$ cat config.mk
export PLATFORM = sky130hd
export DESIGN_NAME = linear_probe_symbol_table
export DESIGN_NICKNAME = d
export VERILOG_FILES = /design/src/rtl/core/lpst_pkg.sv /design/src/rtl/core/lpst_hash.sv /design/src/rtl/core/lpst_slot_ram.sv /design/src/rtl/core/linear_probe_symbol_table.sv
export VERILOG_INCLUDE_DIRS = /design/src /design/src/rtl/core
export SDC_FILE = /design/constraint.sdc
export NUM_CORES = 2
export LEC_CHECK = 0
export BUFFER_PORTS_ARGS = -buffer_cell sky130_fd_sc_hd__buf_2
export CORE_MARGIN = 5
export CORE_UTILIZATION = 45
export DETAILED_ROUTE_END_ITERATION = 16
export SYNTH_ARGS = -nofsm -noshare
export SYNTH_HDL_FRONTEND = slang
export SYNTH_SLANG_ARGS = --single-unit
$ cat constraint.sdc
create_clock -name clock -period 6.2 [get_ports clock]
set_clock_uncertainty 0.05 [all_clocks]
set_input_delay 0.62 -clock clock [delete_from_list [all_inputs] [get_ports clock]]
set_output_delay 0.62 -clock clock [all_outputs]
set_load 0.02 [all_outputs]
$ cat src/rtl/core/linear_probe_symbol_table_defines.svh
// Assertion macros shared by the symbol table RTL.
// Depends on nothing; included by files that carry concurrent checks.
`ifndef LINEAR_PROBE_SYMBOL_TABLE_DEFINES_SVH
`define LINEAR_PROBE_SYMBOL_TABLE_DEFINES_SVH

// Same-cycle implication, disabled while reset is high.
`define LPST_ASSERT_NOW(name, clk, rst, ante, cons) \
   name: assert property (@(posedge clk) disable iff (rst) (ante) |-> (cons)) \
      else $error("symbol table check failed");

// Next-cycle implication, disabled while reset is high.
`define LPST_ASSERT_NEXT(name, clk, rst, ante, cons) \
   name: assert property (@(posedge clk) disable iff (rst) (ante) |=> (cons)) \
      else $error("symbol table check failed");

`endif

$ cat src/rtl/core/lpst_pkg.sv
// Types and constants of the linear probing symbol table.
// Used by the hash unit, the slot memory and the top level.
package lpst_pkg;

   // request codes
   localparam logic REQ_INSERT = 1'b0;
   localparam logic REQ_SEARCH = 1'b1;

   // result status codes
   localparam logic [2:0] STATUS_INSERTED  = 3'd0;
   localparam logic [2:0] STATUS_FULL      = 3'd1;
   localparam logic [2:0] STATUS_FOUND     = 3'd2;
   localparam logic [2:0] STATUS_NOT_FOUND = 3'd3;
   localparam logic [2:0] STATUS_BAD_ADDR  = 3'd4;

   // address mod 11 by reciprocal: q = (a * ceil(2^20 / 11)) >> 20, exact for 16-bit a
   localparam int unsigned    HASH_MODULUS = 11;
   localparam int unsigned    HASH_SHIFT   = 20;
   localparam logic [16:0]    HASH_RECIP   = 17'd95326;

   // controller states
   typedef enum logic [2:0] {
      ST_CLEAR,
      ST_IDLE,
      ST_HASH,
      ST_PROBE,
      ST_DONE
   } state_type;

   // slot memory port control
   typedef struct packed {
      logic rd_en;
      logic wr_en;
      logic wr_label;
   } ram_ctl_type;

endpackage

$ cat src/rtl/core/lpst_hash.sv
// Home slot unit: (address mod 11) mod TABLE_SIZE, with the reciprocal product registered at load.
// Depends on lpst_pkg for the reciprocal constants.
module lpst_hash
   import lpst_pkg::*;
#(
   parameter int TABLE_SIZE = 11,
   parameter int IDX_W      = 4
) (
   input  logic             clock,
   input  logic             load,
   input  logic [15:0]      req_addr,
   input  logic [15:0]      key_addr,
   output logic [IDX_W-1:0] home
);

   logic [32:0]      prod_ff;
   logic [32:0]      prod_in;
   logic [12:0]      quot;
   logic [16:0]      quot_x11;
   logic [16:0]      diff;
   logic [3:0]       fold;
   logic [IDX_W+3:0] fold_ext;

   // form the reciprocal product at accept
   assign prod_in = {17'b0, req_addr} * {16'b0, HASH_RECIP};

   always_ff @(posedge clock) begin
      if (load) begin
         prod_ff <= prod_in;
      end
   end

   // take the remainder by shift and add, then fold into the table
   always_comb begin
      quot     = prod_ff[HASH_SHIFT +: 13];
      quot_x11 = ({4'b0, quot} << 3) + ({4'b0, quot} << 1) + {4'b0, quot};
      diff     = {1'b0, key_addr} - quot_x11;
      fold     = diff[3:0];
      for (int k = 0; k < 5; k++) begin
         if (int'(fold) >= TABLE_SIZE) begin
            fold = fold - 4'(TABLE_SIZE);
         end
      end
      fold_ext = {{IDX_W{1'b0}}, fold};
   end

   assign home = fold_ext[IDX_W-1:0];

endmodule

$ cat src/rtl/core/lpst_slot_ram.sv
// Slot storage: address and label arrays, one read and one write port each.
// Read data is registered; depends on lpst_pkg for the port control struct.
module lpst_slot_ram
   import lpst_pkg::*;
#(
   parameter int DEPTH = 11,
   parameter int IDX_W = 4
) (
   input  logic             clock,
   input  ram_ctl_type      ctl,
   input  logic [IDX_W-1:0] rd_idx,
   input  logic [IDX_W-1:0] wr_idx,
   input  logic [15:0]      wr_addr,
   input  logic [63:0]      wr_label,
   output logic [15:0]      rd_addr_q,
   output logic [63:0]      rd_label_q
);

   logic [15:0] addr_mem [DEPTH];
   logic [63:0] label_mem [DEPTH];

   // write the address on every write, the label only on insert
   always_ff @(posedge clock) begin
      if (ctl.wr_en) begin
         addr_mem[wr_idx] <= wr_addr;
      end
      if (ctl.wr_en && ctl.wr_label) begin
         label_mem[wr_idx] <= wr_label;
      end
   end

   // registered read
   always_ff @(posedge clock) begin
      if (ctl.rd_en) begin
         rd_addr_q  <= addr_mem[rd_idx];
         rd_label_q <= label_mem[rd_idx];
      end
   end

endmodule

$ cat src/rtl/core/linear_probe_symbol_table.sv
// Linear probing symbol table. Search: probes every slot, from slot 0 upward, after accept.
// Insert: a hash state, then one memory read per probed slot until an empty slot or a full table.
// Zero-address insert: result loads at the accepting edge if the output is free.
// Requests are accepted only when idle, after the last result is registered.
// Reset: a clearing pass over every slot empties the address store, req_stall high.
// Depends on lpst_pkg, lpst_hash, lpst_slot_ram and the assertion macro header.
`include "linear_probe_symbol_table_defines.svh"

module linear_probe_symbol_table
   import lpst_pkg::*;
#(
   parameter int TABLE_SIZE = 11
) (
   input  logic        clock,
   input  logic        reset,
   input  logic        req_valid,
   output logic        req_stall,
   input  logic        req_type,
   input  logic [15:0] req_sym_address,
   input  logic [63:0] req_sym_label,
   output logic        rsp_valid,
   input  logic        rsp_stall,
   output logic [2:0]  rsp_status,
   output logic [3:0]  rsp_slot_index,
   output logic [15:0] rsp_found_address
);

   localparam int IDX_W = (TABLE_SIZE > 1) ? $clog2(TABLE_SIZE) : 1;
   localparam logic [IDX_W-1:0] LAST_IDX = IDX_W'(TABLE_SIZE - 1);

   state_type        state_ff, state_in;
   logic             type_ff;
   logic [15:0]      addr_ff;
   logic [63:0]      label_ff;
   logic [IDX_W-1:0] pos_ff, pos_in;
   logic [IDX_W-1:0] chk_pos_ff, chk_pos_in;
   logic [IDX_W-1:0] cnt_ff, cnt_in;
   logic [IDX_W-1:0] clr_ff, clr_in;
   logic             dvalid_ff, dvalid_in;
   logic             hit_ff, hit_in;
   logic [IDX_W-1:0] hit_slot_ff, hit_slot_in;
   logic [15:0]      hit_addr_ff, hit_addr_in;
   logic [2:0]       res_status_ff, res_status_in;
   logic [IDX_W-1:0] res_slot_ff, res_slot_in;
   logic [15:0]      res_addr_ff, res_addr_in;
   logic             rsp_valid_ff, rsp_valid_in;
   logic [2:0]       rsp_status_ff;
   logic [3:0]       rsp_slot_ff;
   logic [15:0]      rsp_addr_ff;

   logic             load_payload;
   logic             load_hash;
   logic [IDX_W-1:0] home;
   ram_ctl_type      ram_ctl;
   logic [IDX_W-1:0] rd_idx, wr_idx;
   logic [15:0]      wr_addr;
   logic [15:0]      rd_addr_q;
   logic [63:0]      rd_label_q;

   logic             out_free;
   logic             fin;
   logic [2:0]       fin_status;
   logic [IDX_W-1:0] fin_slot;
   logic [15:0]      fin_addr;
   logic             out_load;
   logic [2:0]       out_status;
   logic [IDX_W-1:0] out_slot;
   logic [15:0]      out_addr;
   logic [IDX_W+3:0] out_slot_ext;
   logic             last_chk;
   logic             match;

   lpst_hash #(
      .TABLE_SIZE(TABLE_SIZE),
      .IDX_W     (IDX_W)
   ) u_hash (
      .clock   (clock),
      .load    (load_hash),
      .req_addr(req_sym_address),
      .key_addr(addr_ff),
      .home    (home)
   );

   lpst_slot_ram #(
      .DEPTH(TABLE_SIZE),
      .IDX_W(IDX_W)
   ) u_ram (
      .clock     (clock),
      .ctl       (ram_ctl),
      .rd_idx    (rd_idx),
      .wr_idx    (wr_idx),
      .wr_addr   (wr_addr),
      .wr_label  (label_ff),
      .rd_addr_q (rd_addr_q),
      .rd_label_q(rd_label_q)
   );

   // accept only between items; the output register frees the result side
   assign req_stall = (state_ff != ST_IDLE);
   assign out_free  = !rsp_valid_ff || !rsp_stall;
   assign last_chk  = (cnt_ff == LAST_IDX);
   assign match     = (rd_addr_q != 16'd0) && (rd_label_q == label_ff);

   // next state, memory control and result selection
   always_comb begin
      state_in      = state_ff;
      pos_in        = pos_ff;
      chk_pos_in    = chk_pos_ff;
      cnt_in        = cnt_ff;
      clr_in        = clr_ff;
      dvalid_in     = dvalid_ff;
      hit_in        = hit_ff;
      hit_slot_in   = hit_slot_ff;
      hit_addr_in   = hit_addr_ff;
      res_status_in = res_status_ff;
      res_slot_in   = res_slot_ff;
      res_addr_in   = res_addr_ff;
      load_payload  = 1'b0;
      load_hash     = 1'b0;
      ram_ctl       = '0;
      rd_idx        = pos_ff;
      wr_idx        = chk_pos_ff;
      wr_addr       = addr_ff;
      fin           = 1'b0;
      fin_status    = STATUS_NOT_FOUND;
      fin_slot      = '0;
      fin_addr      = 16'd0;
      out_load      = 1'b0;
      out_status    = res_status_ff;
      out_slot      = res_slot_ff;
      out_addr      = res_addr_ff;

      case (state_ff)
         ST_CLEAR: begin
            // sweep the address store to empty
            ram_ctl.wr_en = 1'b1;
            wr_idx        = clr_ff;
            wr_addr       = 16'd0;
            if (clr_ff == LAST_IDX) begin
               state_in = ST_IDLE;
            end else begin
               clr_in = clr_ff + 1'b1;
            end
         end
         ST_IDLE: begin
            if (req_valid) begin
               load_payload = 1'b1;
               hit_in       = 1'b0;
               cnt_in       = '0;
               dvalid_in    = 1'b0;
               if (req_type == REQ_SEARCH) begin
                  pos_in   = '0;
                  state_in = ST_PROBE;
               end else if (req_sym_address == 16'd0) begin
                  fin        = 1'b1;
                  fin_status = STATUS_BAD_ADDR;
               end else begin
                  load_hash = 1'b1;
                  state_in  = ST_HASH;
               end
            end
         end
         ST_HASH: begin
            pos_in   = home;
            state_in = ST_PROBE;
         end
         ST_PROBE: begin
            // issue one read a cycle, check the slot read last cycle
            ram_ctl.rd_en = 1'b1;
            pos_in        = (pos_ff == LAST_IDX) ? '0 : pos_ff + 1'b1;
            chk_pos_in    = pos_ff;
            dvalid_in     = 1'b1;
            if (dvalid_ff) begin
               cnt_in = cnt_ff + 1'b1;
               if (type_ff == REQ_INSERT) begin
                  if (rd_addr_q == 16'd0) begin
                     ram_ctl.wr_en    = 1'b1;
                     ram_ctl.wr_label = 1'b1;
                     fin              = 1'b1;
                     fin_status       = STATUS_INSERTED;
                     fin_slot         = chk_pos_ff;
                  end else if (last_chk) begin
                     fin        = 1'b1;
                     fin_status = STATUS_FULL;
                  end
               end else begin
                  if (match) begin
                     hit_in      = 1'b1;
                     hit_slot_in = chk_pos_ff;
                     hit_addr_in = rd_addr_q;
                  end
                  if (last_chk) begin
                     fin = 1'b1;
                     if (match) begin
                        fin_status = STATUS_FOUND;
                        fin_slot   = chk_pos_ff;
                        fin_addr   = rd_addr_q;
                     end else if (hit_ff) begin
                        fin_status = STATUS_FOUND;
                        fin_slot   = hit_slot_ff;
                        fin_addr   = hit_addr_ff;
                     end
                  end
               end
            end
         end
         ST_DONE: begin
            // hold the result until the output register frees up
            if (out_free) begin
               out_load = 1'b1;
               state_in = ST_IDLE;
            end
         end
         default: begin
            state_in = ST_IDLE;
         end
      endcase

      // hand a finished result to the output register or park it
      if (fin) begin
         res_status_in = fin_status;
         res_slot_in   = fin_slot;
         res_addr_in   = fin_addr;
         if (out_free) begin
            out_load   = 1'b1;
            out_status = fin_status;
            out_slot   = fin_slot;
            out_addr   = fin_addr;
            state_in   = ST_IDLE;
         end else begin
            state_in = ST_DONE;
         end
      end

      rsp_valid_in = out_load || (rsp_valid_ff && rsp_stall);
      out_slot_ext = {4'b0, out_slot};
   end

   // control registers
   always_ff @(posedge clock) begin
      if (reset) begin
         state_ff     <= ST_CLEAR;
         clr_ff       <= '0;
         dvalid_ff    <= 1'b0;
         rsp_valid_ff <= 1'b0;
      end else begin
         state_ff     <= state_in;
         clr_ff       <= clr_in;
         dvalid_ff    <= dvalid_in;
         rsp_valid_ff <= rsp_valid_in;
      end
   end

   // payload and datapath registers
   always_ff @(posedge clock) begin
      if (load_payload) begin
         type_ff  <= req_type;
         addr_ff  <= req_sym_address;
         label_ff <= req_sym_label;
      end
      pos_ff        <= pos_in;
      chk_pos_ff    <= chk_pos_in;
      cnt_ff        <= cnt_in;
      hit_ff        <= hit_in;
      hit_slot_ff   <= hit_slot_in;
      hit_addr_ff   <= hit_addr_in;
      res_status_ff <= res_status_in;
      res_slot_ff   <= res_slot_in;
      res_addr_ff   <= res_addr_in;
      if (out_load) begin
         rsp_status_ff <= out_status;
         rsp_slot_ff   <= out_slot_ext[3:0];
         rsp_addr_ff   <= out_addr;
      end
   end

   assign rsp_valid         = rsp_valid_ff;
   assign rsp_status        = rsp_status_ff;
   assign rsp_slot_index    = rsp_slot_ff;
   assign rsp_found_address = rsp_addr_ff;

   // memory writes come only from the clearing sweep or a probe hit on an empty slot
   `LPST_ASSERT_NOW(a_wr_state, clock, reset, ram_ctl.wr_en,
                    (state_ff == ST_CLEAR) || (state_ff == ST_PROBE))
   `LPST_ASSERT_NOW(a_wr_empty, clock, reset, (state_ff == ST_PROBE) && ram_ctl.wr_en,
                    dvalid_ff && (rd_addr_q == 16'd0) && (type_ff == REQ_INSERT))
   `LPST_ASSERT_NOW(a_no_rsp_in_clear, clock, reset, state_ff == ST_CLEAR,
                    !rsp_valid_ff && req_stall)
   `LPST_ASSERT_NEXT(a_done_waits, clock, reset,
                     (state_ff == ST_DONE) && rsp_valid_ff && rsp_stall,
                     state_ff == ST_DONE)

endmodule

==> qor_table.md <==
| Metric | Reported |
|---|---|
| Ratio of total power to cell area | 311 mW/mm^2 |
| Worst slew margin relative to its limit | 14.8% |
| Library cell used as clock root buffer | sky130_fd_sc_hd__clkbuf_16 |
| Ranking of synthesized cells by instance count | 1124 x sky130_fd_sc_hd__edfxtp_1, 181 x sky130_fd_sc_hd__nand2_1, 169 x sky130_fd_sc_hd__o21ai_0 |
| Ranking of synthesized cells by area | sky130_fd_sc_hd__edfxtp_1 71%, sky130_fd_sc_hd__mux4_2 7.6%, sky130_fd_sc_hd__fa_1 3.5% |
| Setup slack of the critical path after layout | 0.280 ns |
| Count of maximum capacitance violations | 0 |
| Gpl congestion | 0.812 |
| Core area | 0.105 sq mm |
| Peak Freq | 0.169 GHz |
| Initial antenna violation count | 1 |
| Combinational share of power | 10.5% |
| Sequential power share | 50.1% |
| Maximum single-stage delay on the critical path | 0.52 ns |
| Critical path data required time | 6.59 ns |
| Final routed wire length divided by cell count | 23.4 um |
| Worst Reg-to-Reg Cells | 22 |
| Arrival time of data at the critical path endpoint | 6.31 ns |
| Part of the Yosys area used for sequential elements | 71.5% |
| Internal power summed over all cells | 13.0 mW |
| Horiz. Die Dim | 335 um |
| Per-cell via count in the routed design | 5.40 |
| Final count of negative-setup-slack endpoints | 0 |
| Fraction of final layout cells with drive strength greater than 1 | 18.6% |
| Worst hold slack after final layout | 0.0511 ns |
| Cell type with the highest aggregate area in the netlist | sky130_fd_sc_hd__edfxtp_1 |
| Fraction of power consumed by the clock network | 39.3% |
| Critical path type | reg2reg |
| Count of buffers inserted at the top-level ports | 109 |
| Flop2flop setup slack | 0.28 ns |
| Count of cell types in the netlist | 57 |
| Share of the synthesized area in the top cell type | 71.2% |
| Placed cells | 4083 |
| Die Footprint | 0.112 sq mm |
| Maximum vdd ir drop | 0.248 mV |
| Worst min-delay path category | in2reg |
| Largest buffer count on any clock path | 3 |
| Endpoint of the worst-slack reg-to-reg timing path | pos_ff[1]$_DFFE_PP_ |
| Row Count | 119 |
| I/O pin count | 110 |
| Avg Inst Size Synth | 18.0 sq um |
| Net Sw Frac | 22.9% |
| Via count of the routed design | 23400 |
| Library cell with the highest instance count after synthesis | sky130_fd_sc_hd__edfxtp_1 |
| Remaining global-route overflow | 0 |
| Number of enable-type register cells in the synthesized netlist | 1124 |
| Beginning of the worst register-to-register path | u_hash.prod_ff[20]$_DFFE_PP_ |
| Post-route DRC | 0 |
| Synthesized instance count | 2628 |
| Deepest level of the CTS H-tree | 3 |
| Final ANT Viol Nets | 0 |
| Master of the slowest instance on the critical path | sky130_fd_sc_hd__fa_1 |
| Total length of routed wires | 101000 um |
| Clock transition time at the flip-flop clock pins of the worst setup and hold paths | 0.06 ns |
| Final-report max-slew violation count | 0 |
| Ys Warns | 0 |
| Number of buffers added by the clock tree synthesis step | 114 |
| Cells traversed along the worst timing path | ha_1, fa_1, nor2b_1, o21ai_1, xnor3_2, or3_1, and2_1, ha_2, inv_1, and4_1, a31oi_1, ha_2, o211ai_1, xnor2_2, ha_1, nand3_1, a211oi_2, mux2_2, ha_1, o2111ai_2, mux2i_1, o22ai_1 |
| Final cell count without fillers | 4324 |
| Reported net switching power | 3.84 mW |
| Initial core utilization | 45.2% |
| Synthesized flop and latch total | 1133 |
| Hold Path Stages | 1 |
| Half-perimeter wire length after placement | 56500 um |
| Share of flip-flops with an asynchronous set or reset | 0% |
| Final design area excluding fillers | 0.0539 sq mm |
| Netlist area before placement | 0.0474 sq mm |
| Post-placement setup slack | -0.0404 ns |
| Top FF cell, synth | sky130_fd_sc_hd__edfxtp_1 |
| Final hold viol count | 0 |
| Global-route wire length before repair | 154000 um |
| Pin count of the biggest net entering global routing | 164 |
| Placed cell area | 0.0500 sq mm |
| Setup crit start kind | flop |
| Least-Margin Pin Slew | 1.26 ns |
| Number of filler cells placed in the layout | 8371 |
| Kind of end point of the critical path | flop |
| First-pass iteration count of the detailed router | 5 |
| Result of the run | complete, no violations |
| Clock latency at the later pin of the worst-skew pair | 0.71 ns |
| Die H | 335 um |
| TritonCTS clock tree | done |
| Clock tree sinks | 1133 |
| Min-Delay Endpoint | label_ff[59]$_DFFE_PP_ |
| Most used cell, CP | sky130_fd_sc_hd__ha_1 |
| Vias in the first global route | 24700 |
| Synth-to-Final Area Change | 13.7% |
| Final #Nets | 3119 |
| Worst Min Path Start | req_sym_label[59] |
| Static Leak | 17.6 nW |
| Period utilisation layout | 95.5% |
| Total routing usage reported by global routing | 18.1% |
| Maximum net fanout on the critical path | 6 |
| Number of DRC violations after detailed-routing iteration 0 | 1753 |
| Min cycle time layout | 5.92 ns |
| Total nets after synthesis | 2912 |
-- cells by family after synthesis --
logic type / after synthesis / synth area share (%)
DFF: 1133 / 71.5
AOI/OAI and AO/OA: 249 / 3.03
muxes: 346 / 11.6
buffers and inverters: 265 / 2.11
adders and majority gates: 199 / 6.56
and+or+nand+nor: 338 / 3.21
xor gates and xnor gates: 98 / 1.97
-- flip-flops by register name, indices dropped and copies added (netlist names), 4 cells and up --
signal / count
res_slot_ff: 4
hit_addr_ff: 16
rsp_slot_index: 4
hit_slot_ff: 4
u_ram.rd_addr_q: 16
cnt_ff: 4
u_ram.rd_label_q: 64
chk_pos_ff: 4
u_ram.label_mem: 704
u_hash.prod_ff: 4
addr_ff: 16
clr_ff: 4
rsp_found_address: 16
label_ff: 64
res_addr_ff: 16
u_ram.addr_mem: 176
pos_ff: 4
-- metal layers --
layer / global-route usage, % / part of all wire (%) / vias up
met1: 26.0 / 45 / 12200
met5: 0 / 0 / -
met3: 2.68 / 5.0 / 128
li1: - / - / 10500
met2: 29.4 / 48 / 550
met4: 4.72 / 2.0 / 0
-- repair_timing --
item                                    CTS  global route
hold buffers                             23             0
gates resized for setup                   2             4
pin swaps                                 0             1
hold endpoints to repair                 23             0
endpoints found under the setup margin    1             3
setup buffers                             0             4
-- worst max path at each step --
stage / from / to / slack [ns] / cells past startpoint
after floorplan: state_ff[2]$_SDFFE_PP0P_ / u_ram.label_mem[0][0]$_DFFE_PP_ / -0.42 / 7
after global placement: u_hash.prod_ff[20]$_DFFE_PP_ / pos_ff[1]$_DFFE_PP_ / 0.44 / 22
after detailed placement: u_hash.prod_ff[20]$_DFFE_PP_ / pos_ff[1]$_DFFE_PP_ / -0.04 / 20
after CTS: u_hash.prod_ff[20]$_DFFE_PP_ / pos_ff[1]$_DFFE_PP_ / 0.02 / 21
after global routing: u_hash.prod_ff[20]$_DFFE_PP_ / pos_ff[1]$_DFFE_PP_ / -0.02 / 22
final: u_hash.prod_ff[20]$_DFFE_PP_ / pos_ff[1]$_DFFE_PP_ / 0.28 / 22
-- critical path, delay by kind of cell (launching register included) --
| kind | cells | cell delay, ns |
|---|---|---|
| DFF | 1 | 0.50 |
| muxes | 2 | 0.62 |
| xor gates and xnor gates | 2 | 0.58 |
| adders and majority gates | 6 | 1.82 |
| AOI/OAI and AO/OA | 6 | 1.10 |
| buffers and inverters | 1 | 0.05 |
| and+or+nand+nor | 5 | 0.96 |
-- power groups by stage --
stage / Sequential, mW / Clock [mW] / Combinational, mW
floorplan: 8.58 / 0 / 1.26
global placement: 8.58 / 0 / 1.71
detailed placement: 8.58 / 0 / 1.77
CTS: 8.42 / 6.76 / 1.80
global route: 8.42 / 7.10 / 2.06
finish: 8.42 / 6.60 / 1.77
-- cell type report --
| class | count | area (sq um) | share of cell area [%] |
|---|---|---|---|
| Sequential cell | 1133 | 33900 | 62.9 |
| Multi-Input combinational cell | 1230 | 12600 | 23.4 |
| Clock buffer | 144 | 2990 | 5.54 |
| Tap cell | 1391 | 1740 | 3.23 |
| Timing Repair Buffer | 194 | 1420 | 2.63 |
| Clock inverter | 69 | 642 | 1.19 |
| Inverter | 162 | 613 | 1.14 |
| Antenna cell | 1 | 2.50 | 0.00464 |
-- metrics by stage --
stage	util [%]	TNS (ns)	power, mW
3_5_place_dp	47.7	-0.0404	10.4
4_1_cts	51.3	0	17.0
3_3_place_gp	47.7	0	10.3
2_1_floorplan	-	-209.42	9.84
5_1_grt	51.4	-0.0183	17.6
6_report	51.4	0	16.8
-- placed cells by master, fill, tap and decap left out, drive strengths merged, types with 23 or more instances in the layout --
| cell type | synthesis | routed |
|---|---|---|
| nand2 | 181 | 181 |
| fa | 83 | 83 |
| dlygate4sd3 | 0 | 23 |
| xnor2 | 39 | 39 |
| edfxtp | 1124 | 1124 |
| buf | 34 | 171 |
| inv | 162 | 163 |
| clkbuf | 69 | 144 |
| xor2 | 56 | 56 |
| nor2 | 54 | 54 |
| mux2i | 162 | 162 |
| o21ai | 173 | 173 |
| mux4 | 160 | 160 |
| clkinv | 0 | 54 |
| mux2 | 24 | 24 |
| ha | 116 | 116 |
(Power assumes the default switching activity.)
